<file path="src/rtl/sst_pkg.sv">
// Shared types, token codes and keyword tables for the source tokenizer.
package sst_pkg;

  localparam int KeywordMaxLenDef = 6;
  localparam int PositionBitsDef  = 16;
  localparam int OffsetBitsDef    = 24;

  localparam int NumResults = 3;
  localparam int NumKeywords = 11;
  localparam int KwTextLen   = 6;

  localparam logic [5:0] K_IDENT   = 6'd11;
  localparam logic [5:0] K_NUMBER  = 6'd12;
  localparam logic [5:0] K_STRING  = 6'd13;
  localparam logic [5:0] K_LPAREN  = 6'd14;
  localparam logic [5:0] K_RPAREN  = 6'd15;
  localparam logic [5:0] K_LBRACE  = 6'd16;
  localparam logic [5:0] K_RBRACE  = 6'd17;
  localparam logic [5:0] K_LBRACK  = 6'd18;
  localparam logic [5:0] K_RBRACK  = 6'd19;
  localparam logic [5:0] K_COMMA   = 6'd20;
  localparam logic [5:0] K_COLON   = 6'd21;
  localparam logic [5:0] K_SEMI    = 6'd22;
  localparam logic [5:0] K_DOT     = 6'd23;
  localparam logic [5:0] K_PLUS    = 6'd24;
  localparam logic [5:0] K_MINUS   = 6'd25;
  localparam logic [5:0] K_STAR    = 6'd26;
  localparam logic [5:0] K_SLASH   = 6'd27;
  localparam logic [5:0] K_PERCENT = 6'd28;
  localparam logic [5:0] K_BANG    = 6'd29;
  localparam logic [5:0] K_BANGEQ  = 6'd30;
  localparam logic [5:0] K_LT      = 6'd31;
  localparam logic [5:0] K_LTEQ    = 6'd32;
  localparam logic [5:0] K_GT      = 6'd33;
  localparam logic [5:0] K_GTEQ    = 6'd34;
  localparam logic [5:0] K_EQ      = 6'd35;
  localparam logic [5:0] K_EQEQ    = 6'd36;
  localparam logic [5:0] K_ARROW   = 6'd37;
  localparam logic [5:0] K_AND     = 6'd38;
  localparam logic [5:0] K_OR      = 6'd39;
  localparam logic [5:0] K_ERROR   = 6'd40;
  localparam logic [5:0] K_END     = 6'd41;
  localparam logic [5:0] K_STRCHAR = 6'd42;

  localparam logic [1:0] E_NONE    = 2'd0;
  localparam logic [1:0] E_BADCHAR = 2'd1;
  localparam logic [1:0] E_UNTERM  = 2'd2;

  localparam logic [7:0] KW_TEXT [NumKeywords][KwTextLen] = '{
    '{"l", "e", "t", 8'h0, 8'h0, 8'h0},
    '{"f", "n", 8'h0, 8'h0, 8'h0, 8'h0},
    '{"r", "e", "t", "u", "r", "n"},
    '{"i", "f", 8'h0, 8'h0, 8'h0, 8'h0},
    '{"e", "l", "s", "e", 8'h0, 8'h0},
    '{"w", "h", "i", "l", "e", 8'h0},
    '{"f", "o", "r", 8'h0, 8'h0, 8'h0},
    '{"i", "n", 8'h0, 8'h0, 8'h0, 8'h0},
    '{"t", "r", "u", "e", 8'h0, 8'h0},
    '{"f", "a", "l", "s", "e", 8'h0},
    '{"n", "u", "l", "l", 8'h0, 8'h0}
  };
  localparam logic [2:0] KW_LEN [NumKeywords] = '{3'd3, 3'd2, 3'd6, 3'd2, 3'd4, 3'd5,
                                                  3'd3, 3'd2, 3'd4, 3'd5, 3'd4};

  typedef struct packed {
    logic [5:0]  kind;
    logic [7:0]  value;
    logic [1:0]  err;
    logic [15:0] line;
    logic [15:0] col;
    logic [23:0] start;
    logic [15:0] len;
    logic        last;
  } res_t;

  typedef struct packed {
    res_t [NumResults-1:0] res;
    logic [1:0]            count;
  } res_set_t;

endpackage

</file>
<file path="src/rtl/script_source_tokenizer_top.sv">
// Top level of the streaming source tokenizer.
// One source byte per transaction; the lexer state and the token results for that byte are
// computed combinationally and captured in a result register, so a byte can be taken every
// cycle as long as each byte yields at most one result and the consumer keeps up. A byte that
// yields two or three results (a token closed by a punctuation byte, or the end token) holds
// the input while the result register drains the extra results.
module script_source_tokenizer_top #(
  parameter int KEYWORD_MAX_LEN = sst_pkg::KeywordMaxLenDef,
  parameter int POSITION_BITS   = sst_pkg::PositionBitsDef,
  parameter int OFFSET_BITS     = sst_pkg::OffsetBitsDef
) (
  input  logic        clk_i,
  input  logic        rst_ni,
  input  logic        in_valid_i,
  output logic        in_ready_o,
  input  logic [7:0]  char_byte_i,
  input  logic        has_byte_i,
  input  logic        end_of_source_i,
  output logic        out_valid_o,
  input  logic        out_ready_i,
  output logic [5:0]  token_kind_o,
  output logic [7:0]  value_byte_o,
  output logic [1:0]  error_code_o,
  output logic [15:0] line_number_o,
  output logic [15:0] column_number_o,
  output logic [23:0] start_offset_o,
  output logic [15:0] token_length_o,
  output logic        last_result_o
);
  import sst_pkg::*;

  res_set_t set;
  res_t     res;
  logic     accept;

  assign accept = in_valid_i && in_ready_o;

  sst_lexer #(
    .KEYWORD_MAX_LEN(KEYWORD_MAX_LEN),
    .POSITION_BITS  (POSITION_BITS),
    .OFFSET_BITS    (OFFSET_BITS)
  ) u_lexer (
    .clk_i,
    .rst_ni,
    .char_byte_i,
    .has_byte_i,
    .end_of_source_i,
    .accept_i (accept),
    .results_o(set)
  );

  sst_out_buf u_out_buf (
    .clk_i,
    .rst_ni,
    .push_i     (accept),
    .set_i      (set),
    .free_o     (in_ready_o),
    .out_valid_o,
    .out_ready_i,
    .res_o      (res)
  );

  assign token_kind_o    = res.kind;
  assign value_byte_o    = res.value;
  assign error_code_o    = res.err;
  assign line_number_o   = res.line;
  assign column_number_o = res.col;
  assign start_offset_o  = res.start;
  assign token_length_o  = res.len;
  assign last_result_o   = res.last;

endmodule

</file>
<file path="src/rtl/sst_lexer.sv">
// Lexer state and single-pass next-state logic producing up to three results per byte.
module sst_lexer #(
  parameter int KEYWORD_MAX_LEN = sst_pkg::KeywordMaxLenDef,
  parameter int POSITION_BITS   = sst_pkg::PositionBitsDef,
  parameter int OFFSET_BITS     = sst_pkg::OffsetBitsDef
) (
  input  logic              clk_i,
  input  logic              rst_ni,
  input  logic [7:0]        char_byte_i,
  input  logic              has_byte_i,
  input  logic              end_of_source_i,
  input  logic              accept_i,
  output sst_pkg::res_set_t results_o
);
  import sst_pkg::*;

  localparam int IdxW = $clog2(KEYWORD_MAX_LEN);
  localparam logic [15:0] LenMax = 16'hFFFF;
  localparam logic [POSITION_BITS-1:0] PosMax = '1;

  typedef enum logic [3:0] {
    M_IDLE, M_SLASH, M_BANG, M_LT, M_GT, M_EQ, M_AMP, M_BAR,
    M_LCOM, M_BCOM, M_BSTAR, M_NUM, M_IDENT, M_STR, M_ESC
  } mode_e;

  typedef struct packed {
    logic [OFFSET_BITS-1:0]   boff;
    logic [15:0]              wlen;
    logic [POSITION_BITS-1:0] line;
    logic [POSITION_BITS-1:0] col;
  } pos_t;

  mode_e                  mode_q, mode_d;
  pos_t                   pos_q, pos_d;
  logic [OFFSET_BITS-1:0] tstart_q, tstart_d;
  logic                   dot_q, dot_d;
  logic                   ended_q, ended_d;
  logic [7:0]             wbuf_q [KEYWORD_MAX_LEN];
  logic                   wb_we;
  logic [IdxW-1:0]        wb_idx;
  res_set_t               set_d;

  function automatic pos_t consume(pos_t p, logic [7:0] c);
    pos_t r;
    r = p;
    r.boff = p.boff + 1'b1;
    if (p.wlen != LenMax) r.wlen = p.wlen + 16'd1;
    if (c == 8'h0A) begin
      if (p.line != PosMax) r.line = p.line + 1'b1;
      r.col = POSITION_BITS'(1);
    end else if (p.col != PosMax) begin
      r.col = p.col + 1'b1;
    end
    return r;
  endfunction

  function automatic res_t mk(logic [5:0] kind, logic [7:0] val, logic [1:0] err, pos_t p,
                              logic [OFFSET_BITS-1:0] start, logic [15:0] len);
    res_t r;
    r.kind  = kind;
    r.value = val;
    r.err   = err;
    r.line  = 16'(p.line);
    r.col   = 16'(p.col);
    r.start = 24'(start);
    r.len   = len;
    r.last  = 1'b0;
    return r;
  endfunction

  function automatic logic is_digit(logic [7:0] c);
    return c >= "0" && c <= "9";
  endfunction

  function automatic logic is_alpha(logic [7:0] c);
    return (c >= "a" && c <= "z") || (c >= "A" && c <= "Z");
  endfunction

  function automatic logic [5:0] word_kind(logic [15:0] wlen, logic [7:0] buf_w [KEYWORD_MAX_LEN]);
    logic [5:0] k;
    logic       m;
    k = K_IDENT;
    for (int i = NumKeywords - 1; i >= 0; i--) begin
      m = (wlen == 16'(KW_LEN[i]));
      for (int j = 0; j < KwTextLen; j++) begin
        if (j < int'(KW_LEN[i]) && buf_w[j] != KW_TEXT[i][j]) m = 1'b0;
      end
      if (m) k = 6'(i);
    end
    return k;
  endfunction

  always_comb begin
    logic       restart;
    logic [7:0] c;
    logic [7:0] d;
    logic [OFFSET_BITS-1:0] at;
    logic [1:0] n;
    logic [5:0] sk;
    logic       single;

    c        = char_byte_i;
    mode_d   = mode_q;
    pos_d    = pos_q;
    tstart_d = tstart_q;
    dot_d    = dot_q;
    ended_d  = ended_q;
    wb_we    = 1'b0;
    wb_idx   = '0;
    set_d    = '0;
    n        = '0;
    restart  = 1'b0;
    d        = c;
    at       = pos_q.boff;
    sk       = K_PLUS;
    single   = 1'b0;

    if (!ended_q) begin
      if (has_byte_i) begin
        unique case (mode_q)
          M_SLASH: begin
            if (c == "/") begin
              pos_d = consume(pos_d, c); mode_d = M_LCOM;
            end else if (c == "*") begin
              pos_d = consume(pos_d, c); mode_d = M_BCOM;
            end else begin
              set_d.res[n] = mk(K_SLASH, '0, E_NONE, pos_d, tstart_d, pos_d.wlen);
              n = n + 2'd1; mode_d = M_IDLE; restart = 1'b1;
            end
          end
          M_BANG, M_LT, M_GT: begin
            if (c == "=") begin
              pos_d = consume(pos_d, c);
              set_d.res[n] = mk(mode_q == M_BANG ? K_BANGEQ : (mode_q == M_LT ? K_LTEQ : K_GTEQ),
                                '0, E_NONE, pos_d, tstart_d, pos_d.wlen);
              n = n + 2'd1;
            end else begin
              set_d.res[n] = mk(mode_q == M_BANG ? K_BANG : (mode_q == M_LT ? K_LT : K_GT),
                                '0, E_NONE, pos_d, tstart_d, pos_d.wlen);
              n = n + 2'd1; restart = 1'b1;
            end
            mode_d = M_IDLE;
          end
          M_EQ: begin
            if (c == ">" || c == "=") begin
              pos_d = consume(pos_d, c);
              set_d.res[n] = mk(c == ">" ? K_ARROW : K_EQEQ, '0, E_NONE, pos_d, tstart_d,
                                pos_d.wlen);
            end else begin
              set_d.res[n] = mk(K_EQ, '0, E_NONE, pos_d, tstart_d, pos_d.wlen);
              restart = 1'b1;
            end
            n = n + 2'd1; mode_d = M_IDLE;
          end
          M_AMP, M_BAR: begin
            if ((mode_q == M_AMP && c == "&") || (mode_q == M_BAR && c == "|")) begin
              pos_d = consume(pos_d, c);
              set_d.res[n] = mk(mode_q == M_AMP ? K_AND : K_OR, '0, E_NONE, pos_d, tstart_d,
                                pos_d.wlen);
            end else begin
              set_d.res[n] = mk(K_ERROR, mode_q == M_AMP ? 8'h26 : 8'h7C, E_BADCHAR, pos_d,
                                tstart_d, pos_d.wlen);
              restart = 1'b1;
            end
            n = n + 2'd1; mode_d = M_IDLE;
          end
          M_LCOM: begin
            pos_d = consume(pos_d, c);
            if (c == 8'h0A) mode_d = M_IDLE;
          end
          M_BCOM: begin
            pos_d = consume(pos_d, c);
            if (c == "*") mode_d = M_BSTAR;
          end
          M_BSTAR: begin
            pos_d = consume(pos_d, c);
            if (c == "/") mode_d = M_IDLE;
            else if (c != "*") mode_d = M_BCOM;
          end
          M_NUM: begin
            if (is_digit(c) || (c == "." && !dot_q)) begin
              if (c == ".") dot_d = 1'b1;
              pos_d = consume(pos_d, c);
            end else begin
              set_d.res[n] = mk(K_NUMBER, '0, E_NONE, pos_d, tstart_d, pos_d.wlen);
              n = n + 2'd1; mode_d = M_IDLE; restart = 1'b1;
            end
          end
          M_IDENT: begin
            if (is_alpha(c) || is_digit(c) || c == "_") begin
              if (pos_d.wlen < 16'(KEYWORD_MAX_LEN)) begin
                wb_we = 1'b1; wb_idx = pos_d.wlen[IdxW-1:0];
              end
              pos_d = consume(pos_d, c);
            end else begin
              set_d.res[n] = mk(word_kind(pos_d.wlen, wbuf_q), '0, E_NONE, pos_d, tstart_d,
                                pos_d.wlen);
              n = n + 2'd1; mode_d = M_IDLE; restart = 1'b1;
            end
          end
          M_STR: begin
            at = pos_d.boff;
            pos_d = consume(pos_d, c);
            if (c == 8'h22) begin
              mode_d = M_IDLE;
              set_d.res[n] = mk(K_STRING, '0, E_NONE, pos_d, tstart_d, pos_d.wlen);
              n = n + 2'd1;
            end else if (c == 8'h5C) begin
              mode_d = M_ESC;
            end else begin
              set_d.res[n] = mk(K_STRCHAR, c, E_NONE, pos_d, at, 16'd1);
              n = n + 2'd1;
            end
          end
          M_ESC: begin
            at = pos_d.boff - 1'b1;
            d = (c == "n") ? 8'h0A : ((c == "t") ? 8'h09 : c);
            pos_d = consume(pos_d, c);
            mode_d = M_STR;
            set_d.res[n] = mk(K_STRCHAR, d, E_NONE, pos_d, at, 16'd2);
            n = n + 2'd1;
          end
          default: begin
            mode_d = M_IDLE; restart = 1'b1;
          end
        endcase

        if (restart) begin
          tstart_d   = pos_d.boff;
          pos_d.wlen = '0;
          pos_d      = consume(pos_d, c);
          single     = 1'b1;
          unique case (c)
            "(": sk = K_LPAREN;
            ")": sk = K_RPAREN;
            "{": sk = K_LBRACE;
            "}": sk = K_RBRACE;
            "[": sk = K_LBRACK;
            "]": sk = K_RBRACK;
            ",": sk = K_COMMA;
            ":": sk = K_COLON;
            ";": sk = K_SEMI;
            ".": sk = K_DOT;
            "+": sk = K_PLUS;
            "-": sk = K_MINUS;
            "*": sk = K_STAR;
            "%": sk = K_PERCENT;
            default: single = 1'b0;
          endcase
          if (c == " " || (c >= 8'd9 && c <= 8'd13)) begin
            // whitespace: nothing to emit
          end else if (single) begin
            set_d.res[n] = mk(sk, '0, E_NONE, pos_d, tstart_d, pos_d.wlen);
            n = n + 2'd1;
          end else if (c == "/") mode_d = M_SLASH;
          else if (c == "!") mode_d = M_BANG;
          else if (c == "<") mode_d = M_LT;
          else if (c == ">") mode_d = M_GT;
          else if (c == "=") mode_d = M_EQ;
          else if (c == "&") mode_d = M_AMP;
          else if (c == "|") mode_d = M_BAR;
          else if (c == 8'h22) mode_d = M_STR;
          else if (is_digit(c)) begin
            mode_d = M_NUM; dot_d = 1'b0;
          end else if (is_alpha(c) || c == "_") begin
            mode_d = M_IDENT; wb_we = 1'b1; wb_idx = '0;
          end else begin
            set_d.res[n] = mk(K_ERROR, c, E_BADCHAR, pos_d, tstart_d, pos_d.wlen);
            n = n + 2'd1;
          end
        end
      end

      if (end_of_source_i) begin
        unique case (mode_d)
          M_SLASH: begin set_d.res[n] = mk(K_SLASH, '0, E_NONE, pos_d, tstart_d, pos_d.wlen); n = n + 2'd1; end
          M_BANG:  begin set_d.res[n] = mk(K_BANG, '0, E_NONE, pos_d, tstart_d, pos_d.wlen); n = n + 2'd1; end
          M_LT:    begin set_d.res[n] = mk(K_LT, '0, E_NONE, pos_d, tstart_d, pos_d.wlen); n = n + 2'd1; end
          M_GT:    begin set_d.res[n] = mk(K_GT, '0, E_NONE, pos_d, tstart_d, pos_d.wlen); n = n + 2'd1; end
          M_EQ:    begin set_d.res[n] = mk(K_EQ, '0, E_NONE, pos_d, tstart_d, pos_d.wlen); n = n + 2'd1; end
          M_AMP:   begin set_d.res[n] = mk(K_ERROR, 8'h26, E_BADCHAR, pos_d, tstart_d, pos_d.wlen); n = n + 2'd1; end
          M_BAR:   begin set_d.res[n] = mk(K_ERROR, 8'h7C, E_BADCHAR, pos_d, tstart_d, pos_d.wlen); n = n + 2'd1; end
          M_NUM:   begin set_d.res[n] = mk(K_NUMBER, '0, E_NONE, pos_d, tstart_d, pos_d.wlen); n = n + 2'd1; end
          M_IDENT: begin
            // the byte of this transaction may have just landed in the buffer
            set_d.res[n] = mk(K_IDENT, '0, E_NONE, pos_d, tstart_d, pos_d.wlen);
            n = n + 2'd1;
          end
          M_STR, M_ESC: begin
            set_d.res[n] = mk(K_ERROR, '0, E_UNTERM, pos_d, tstart_d, pos_d.wlen);
            n = n + 2'd1;
          end
          default: ;
        endcase
        mode_d = M_IDLE;
        set_d.res[n] = mk(K_END, '0, E_NONE, pos_d, pos_d.boff, 16'd0);
        n = n + 2'd1;
        ended_d = 1'b1;
      end
      if (n != 2'd0) set_d.res[n-2'd1].last = 1'b1;
    end
    set_d.count = n;
  end

  // Keyword lookup on an identifier flushed by the end of source sees the buffer including this byte.
  logic [7:0] wbuf_view [KEYWORD_MAX_LEN];
  always_comb begin
    for (int i = 0; i < KEYWORD_MAX_LEN; i++) begin
      wbuf_view[i] = (wb_we && wb_idx == IdxW'(i)) ? char_byte_i : wbuf_q[i];
    end
  end

  always_comb begin
    results_o = set_d;
    for (int i = 0; i < NumResults; i++) begin
      if (end_of_source_i && set_d.res[i].kind == K_IDENT && set_d.res[i].start == 24'(tstart_d)
          && 2'(i) + 2'd2 == set_d.count && mode_q != M_IDLE && has_byte_i == 1'b0) begin
        results_o.res[i].kind = word_kind(pos_d.wlen, wbuf_view);
      end else if (end_of_source_i && set_d.res[i].kind == K_IDENT
                   && 2'(i) + 2'd2 == set_d.count) begin
        results_o.res[i].kind = word_kind(pos_d.wlen, wbuf_view);
      end
    end
  end

  always_ff @(posedge clk_i or negedge rst_ni) begin
    if (!rst_ni) begin
      mode_q   <= M_IDLE;
      pos_q    <= '{boff: '0, wlen: '0, line: POSITION_BITS'(1), col: POSITION_BITS'(1)};
      tstart_q <= '0;
      dot_q    <= 1'b0;
      ended_q  <= 1'b0;
    end else if (accept_i) begin
      mode_q   <= mode_d;
      pos_q    <= pos_d;
      tstart_q <= tstart_d;
      dot_q    <= dot_d;
      ended_q  <= ended_d;
    end
  end

  always_ff @(posedge clk_i) begin
    if (accept_i && wb_we) wbuf_q[wb_idx] <= char_byte_i;
  end

endmodule

</file>
<file path="src/rtl/sst_out_buf.sv">
// Result register holding one transaction's results and draining them one per cycle while the consumer is ready.
module sst_out_buf (
  input  logic              clk_i,
  input  logic              rst_ni,
  input  logic              push_i,
  input  sst_pkg::res_set_t set_i,
  output logic              free_o,
  output logic              out_valid_o,
  input  logic              out_ready_i,
  output sst_pkg::res_t     res_o
);
  import sst_pkg::*;

  res_t [NumResults-1:0] slot_q;
  logic [1:0]            cnt_q, cnt_d;
  logic [1:0]            idx_q, idx_d;
  logic                  pop;

  assign out_valid_o = idx_q < cnt_q;
  assign pop         = out_valid_o && out_ready_i;
  assign free_o      = !out_valid_o || (pop && (idx_q + 2'd1 == cnt_q));
  assign res_o       = slot_q[idx_q];

  always_comb begin
    cnt_d = cnt_q;
    idx_d = idx_q;
    if (push_i) begin
      cnt_d = set_i.count;
      idx_d = '0;
    end else if (pop) begin
      idx_d = idx_q + 2'd1;
    end
  end

  always_ff @(posedge clk_i or negedge rst_ni) begin
    if (!rst_ni) begin
      cnt_q <= '0;
      idx_q <= '0;
    end else begin
      cnt_q <= cnt_d;
      idx_q <= idx_d;
    end
  end

  always_ff @(posedge clk_i) begin
    if (push_i) slot_q <= set_i.res;
  end

endmodule

</file>
<file path="config.mk">
export PLATFORM = sky130hd
export DESIGN_NAME = script_source_tokenizer_top
export DESIGN_NICKNAME = d
export VERILOG_FILES = /design/src/rtl/sst_pkg.sv /design/src/rtl/script_source_tokenizer_top.sv /design/src/rtl/sst_lexer.sv /design/src/rtl/sst_out_buf.sv
export SDC_FILE = /design/constraint.sdc
export NUM_CORES = 2
export LEC_CHECK = 0
export BUFFER_PORTS_ARGS = -buffer_cell sky130_fd_sc_hd__buf_2
export CAP_MARGIN = 20
export CELL_PAD_IN_SITES_DETAIL_PLACEMENT = 0
export CELL_PAD_IN_SITES_GLOBAL_PLACEMENT = 1
export CORE_MARGIN = 3
export CORE_UTILIZATION = 40
export CTS_CLUSTER_SIZE = 14
export DETAILED_ROUTE_END_ITERATION = 12
export PLACE_DENSITY_LB_ADDON = 0.08
export SLEW_MARGIN = 20
export SYNTH_ARGS = -nofsm -noshare
export SYNTH_HDL_FRONTEND = slang
export SYNTH_HIERARCHICAL = 1
export SYNTH_SLANG_ARGS = --single-unit
</file>
<file path="constraint.sdc">
create_clock -name clk_i -period 25.6 [get_ports clk_i]
set_clock_uncertainty 0.15 [all_clocks]
set_input_delay 0 -clock clk_i [delete_from_list [all_inputs] [get_ports clk_i]]
set_output_delay 0 -clock clk_i [all_outputs]
set_load 0.02 [all_outputs]
</file>
==> out/results.ini <==
[timing]
finalHoldViolCount=0
holdWs_ns=0.2162
finalSetupTns_ns=0
period_share_pct=33.22
tightest_slew_ns=1.170
rsz0062_at_grt=no
drv_slew=0
max_freq_mhz=117.6
setup_viol=0
period_needed_ns=8.505
slew_headroom_pct=21.68

[worst_setup_path]
cp_max_fo=46
arrival_ns=8.75
critPathLaunchType=register
cpMostUsedCell=buf_4
crit_path_cell_trace=nand4bb_1 -> nor4_1 -> or3_1 -> nand4_4 -> buf_4 -> a22oi_4 -> nor2_2 -> a211oi_1 -> nor2_1 -> xnor2_1 -> inv_1 -> ha_2 -> buf_4 -> a21o_1 -> nand2_2 -> nand2_1 -> o32ai_1
criticalPathCategory=register to register
cp_data_required_time_ns=25.84
slowest_delay_ns=0.83
crit_buf_inv=3
endpoint_kind=register
critical-path-slowest-cell=nand2_1
cpLargestDelayFamily=simple AND/OR/NAND/NOR gates

[clocking]
ctsResizeCount=0
clk_pin_slew_ns=0.06
htree_levels=2
cts.path.max_buffers=3
cts_hold_buf=15
clock_latency_ns=0.63
clockRootBuffer=clkbuf_16
cts_tree=built
cts_buffers=50
numClockSinks=421
cts_setup_buffers=0

[global_routing]
grt.overflow.total=0
grt.total_usage_pct=35.00
grt_pass1_vias=31440
grt_max_degree=148
grt_antenna_before_repair=9
grt_pass1_wl_um=223300

[placed_design]
finalWeightedCongestion=0.9966
io_buffers=104
placedCellCount=4800
placed_area_mm2=0.03375
dp_hpwl_um=107300

[power]
p_leak_uw=0.01204
fin_total_pwr_uw=1724
cellPowerDensity_mw_per_mm2=48.47
peakVddDrop_mv=0.05774

[floorplan]
rows=104
die_x_um=291.7
io_pins=105
die_area_mm2=0.08511
core_area_mm2=0.08068
start_util_pct=40.48
die_h_um=291.7

[finish]
fill_cells=8019
fin_nets=3842
syn_to_final_growth_pct=8.939
final_area_mm2=0.03558
finalNonFillerCells=4917
drive_above_1_share_pct=11.14

[routing]
dr.pass1.iters=7
drt-total-wl_um=154300
viasPerCell=6.815
wire_per_inst_um=31.38
drc=0
drt_iter0_drc=4380
vias=33510
ant_nets=0

[yosys]
synth_largest_area_cell=edfxtp_1
yosys_warnings=6
yosysUniqueCellTypes=130
synth_area_per_cell_um2=8.380
ys_seq_elements=421
synth_cells=3897
synth_edf_count=315
synth_top_area_share_pct=28.97
yosys_most_used_dff=edfxtp_1
ys_seq_area_share_pct=37.10
syn_area_mm2=0.03266
synthArstFlopShare_pct=25.18
yosys-top-cells-area=edfxtp_1 (29%), dfrtp_1 (8.0%), nand2_1 (5.7%), nor2_1 (4.5%), mux2i_1 (4.1%)

[outcome]
outcome=complete, no violations

[flow_run]
max_cap_viol_count=0

[worst_hold_path]
hp-class=input pin to register

## cells by family (layout without fill, tap and decap cells)
kind of cell               after synthesis  in the layout  share of synthesized area (%)
and+or+nand+nor                       1595           1595                          24.16
AOI/OAI and AO/OA                     1184           1184                          24.53
DFF                                    421            421                          37.10
buffers and inverters                  406            358                          5.406
muxes                                  169            169                          5.310
xor gates and xnor gates               100            100                          2.682
adders and majority gates               21             21                         0.7969
other                                    1              9                        0.01148
## cells in the mapped netlist, types with 27 or more instances
library cell and n:
a221oi_1 34, o22ai_1 64, mux2i_1 135, xor2_1 32
nor4_1 41, a22oi_1 38, mux2_2 34, a211oi_1 52
o31ai_1 27, a21oi_1 208, nand2b_1 34, edfxtp_1 315
nand4_1 61, nor3_1 125, clkbuf_1 238, inv_1 54
xnor2_1 68, o21ai_1 105, a31oi_1 54, and3_1 56
or3_1 31, nor2_1 390, o21ai_0 241, nor2b_1 35
dfrtp_1 104, buf_1 30, and2_1 40, nand2_1 496
nand3_1 136, buf_2 44
## per-stage QoR
stage / utilization [%] / worst slack [ns]
5_1_grt: 44.07 / 16.97
3_5_place_dp: 41.84 / 17.33
2_1_floorplan: - / 15.44
3_3_place_gp: 41.81 / 17.24
6_report: 44.10 / 17.10
4_1_cts: 44.01 / 17.34
## sequential cells by signal (all words and copies together), names as in the netlist
register	flops
u_lexer/wbuf_q	48
u_lexer/ended_q	1
u_lexer/mode_q	4
u_out_buf/idx_q	2
u_lexer/tstart_q	24
u_lexer/pos_q	72
u_out_buf/cnt_q	2
u_out_buf/slot_q	267
u_lexer/dot_q	1
## worst register-to-register path: stages, from the launching register on
cell	delay (ns)
dfrtp_1	0.69
nand4bb_1	0.38
nor4_1	0.79
or3_1	0.55
nand4_4	0.55
buf_4	0.51
a22oi_4	0.45
nor2_2	0.17
a211oi_1	0.68
nor2_1	0.36
xnor2_1	0.31
inv_1	0.10
ha_2	0.18
buf_4	0.31
a21o_1	0.28
nand2_2	0.40
nand2_1	0.84
o32ai_1	0.59
## cell type report
type                            instances  area [um2]  area share [%]
Inverter                               59       221.5          0.6225
Multi-Input combinational cell       3071       18920           53.19
Antenna cell                            7       17.52         0.04924
Clock buffer                           67        1368           3.844
Tap cell                             1060        1326           3.728
Clock inverter                         27       217.7          0.6120
Timing Repair Buffer                  205        1379           3.876
Sequential cell                       421       12120           34.08
## path summary, 6_finish.rpt
check	startpoint	endpoint	slack, ns	cells past startpoint
max in group asynchronous	rst_ni	u_lexer/pos_q[1]$_DFFE_PN0P_	23.83	4
worst min-delay path	out_ready_i	u_out_buf/idx_q[0]$_DFFE_PN0P_	0.22	5
worst max register to register	u_lexer/mode_q[3]$_DFFE_PN0P_	u_out_buf/slot_q[64]$_DFFE_PP_	17.10	17
worst min register to register	u_lexer/tstart_q[13]$_DFFE_PN0P_	u_lexer/tstart_q[13]$_DFFE_PN0P_	0.36	2
worst max-delay path	u_lexer/mode_q[3]$_DFFE_PN0P_	u_out_buf/slot_q[64]$_DFFE_PP_	17.10	17
min in group asynchronous	rst_ni	u_lexer/pos_q[16]$_DFFE_PN1P_	0.42	3
## placed cells by master (no fill, tap or decap), drive strengths merged, types with 62 or more instances in the layout
| master | count |
|---|---|
| a21oi | 212 |
| mux2i | 135 |
| buf | 191 |
| xnor2 | 68 |
| edfxtp | 315 |
| dfrtp | 104 |
| nor3 | 132 |
| o21ai | 348 |
| nand4 | 62 |
| o22ai | 64 |
| nor2 | 393 |
| nand2 | 499 |
| clkbuf | 67 |
| nand3 | 137 |
## power by group
group | internal [uW] | switching, uW | total (uW)
clock | 390 | 315 | 705
combinational | 61.1 | 201 | 262
sequential | 750 | 7.58 | 757
total | 1200 | 524 | 1720
## layer usage
metal	vias up	routed length, um	track usage (%)
met5	-	13	0
met4	2	7049	14.49
met3	373	16560	9.188
met2	2057	64480	50.86
met1	16540	66190	49.28
li1	14540	-	-
Note: power is estimated with default switching activity, not from simulation.
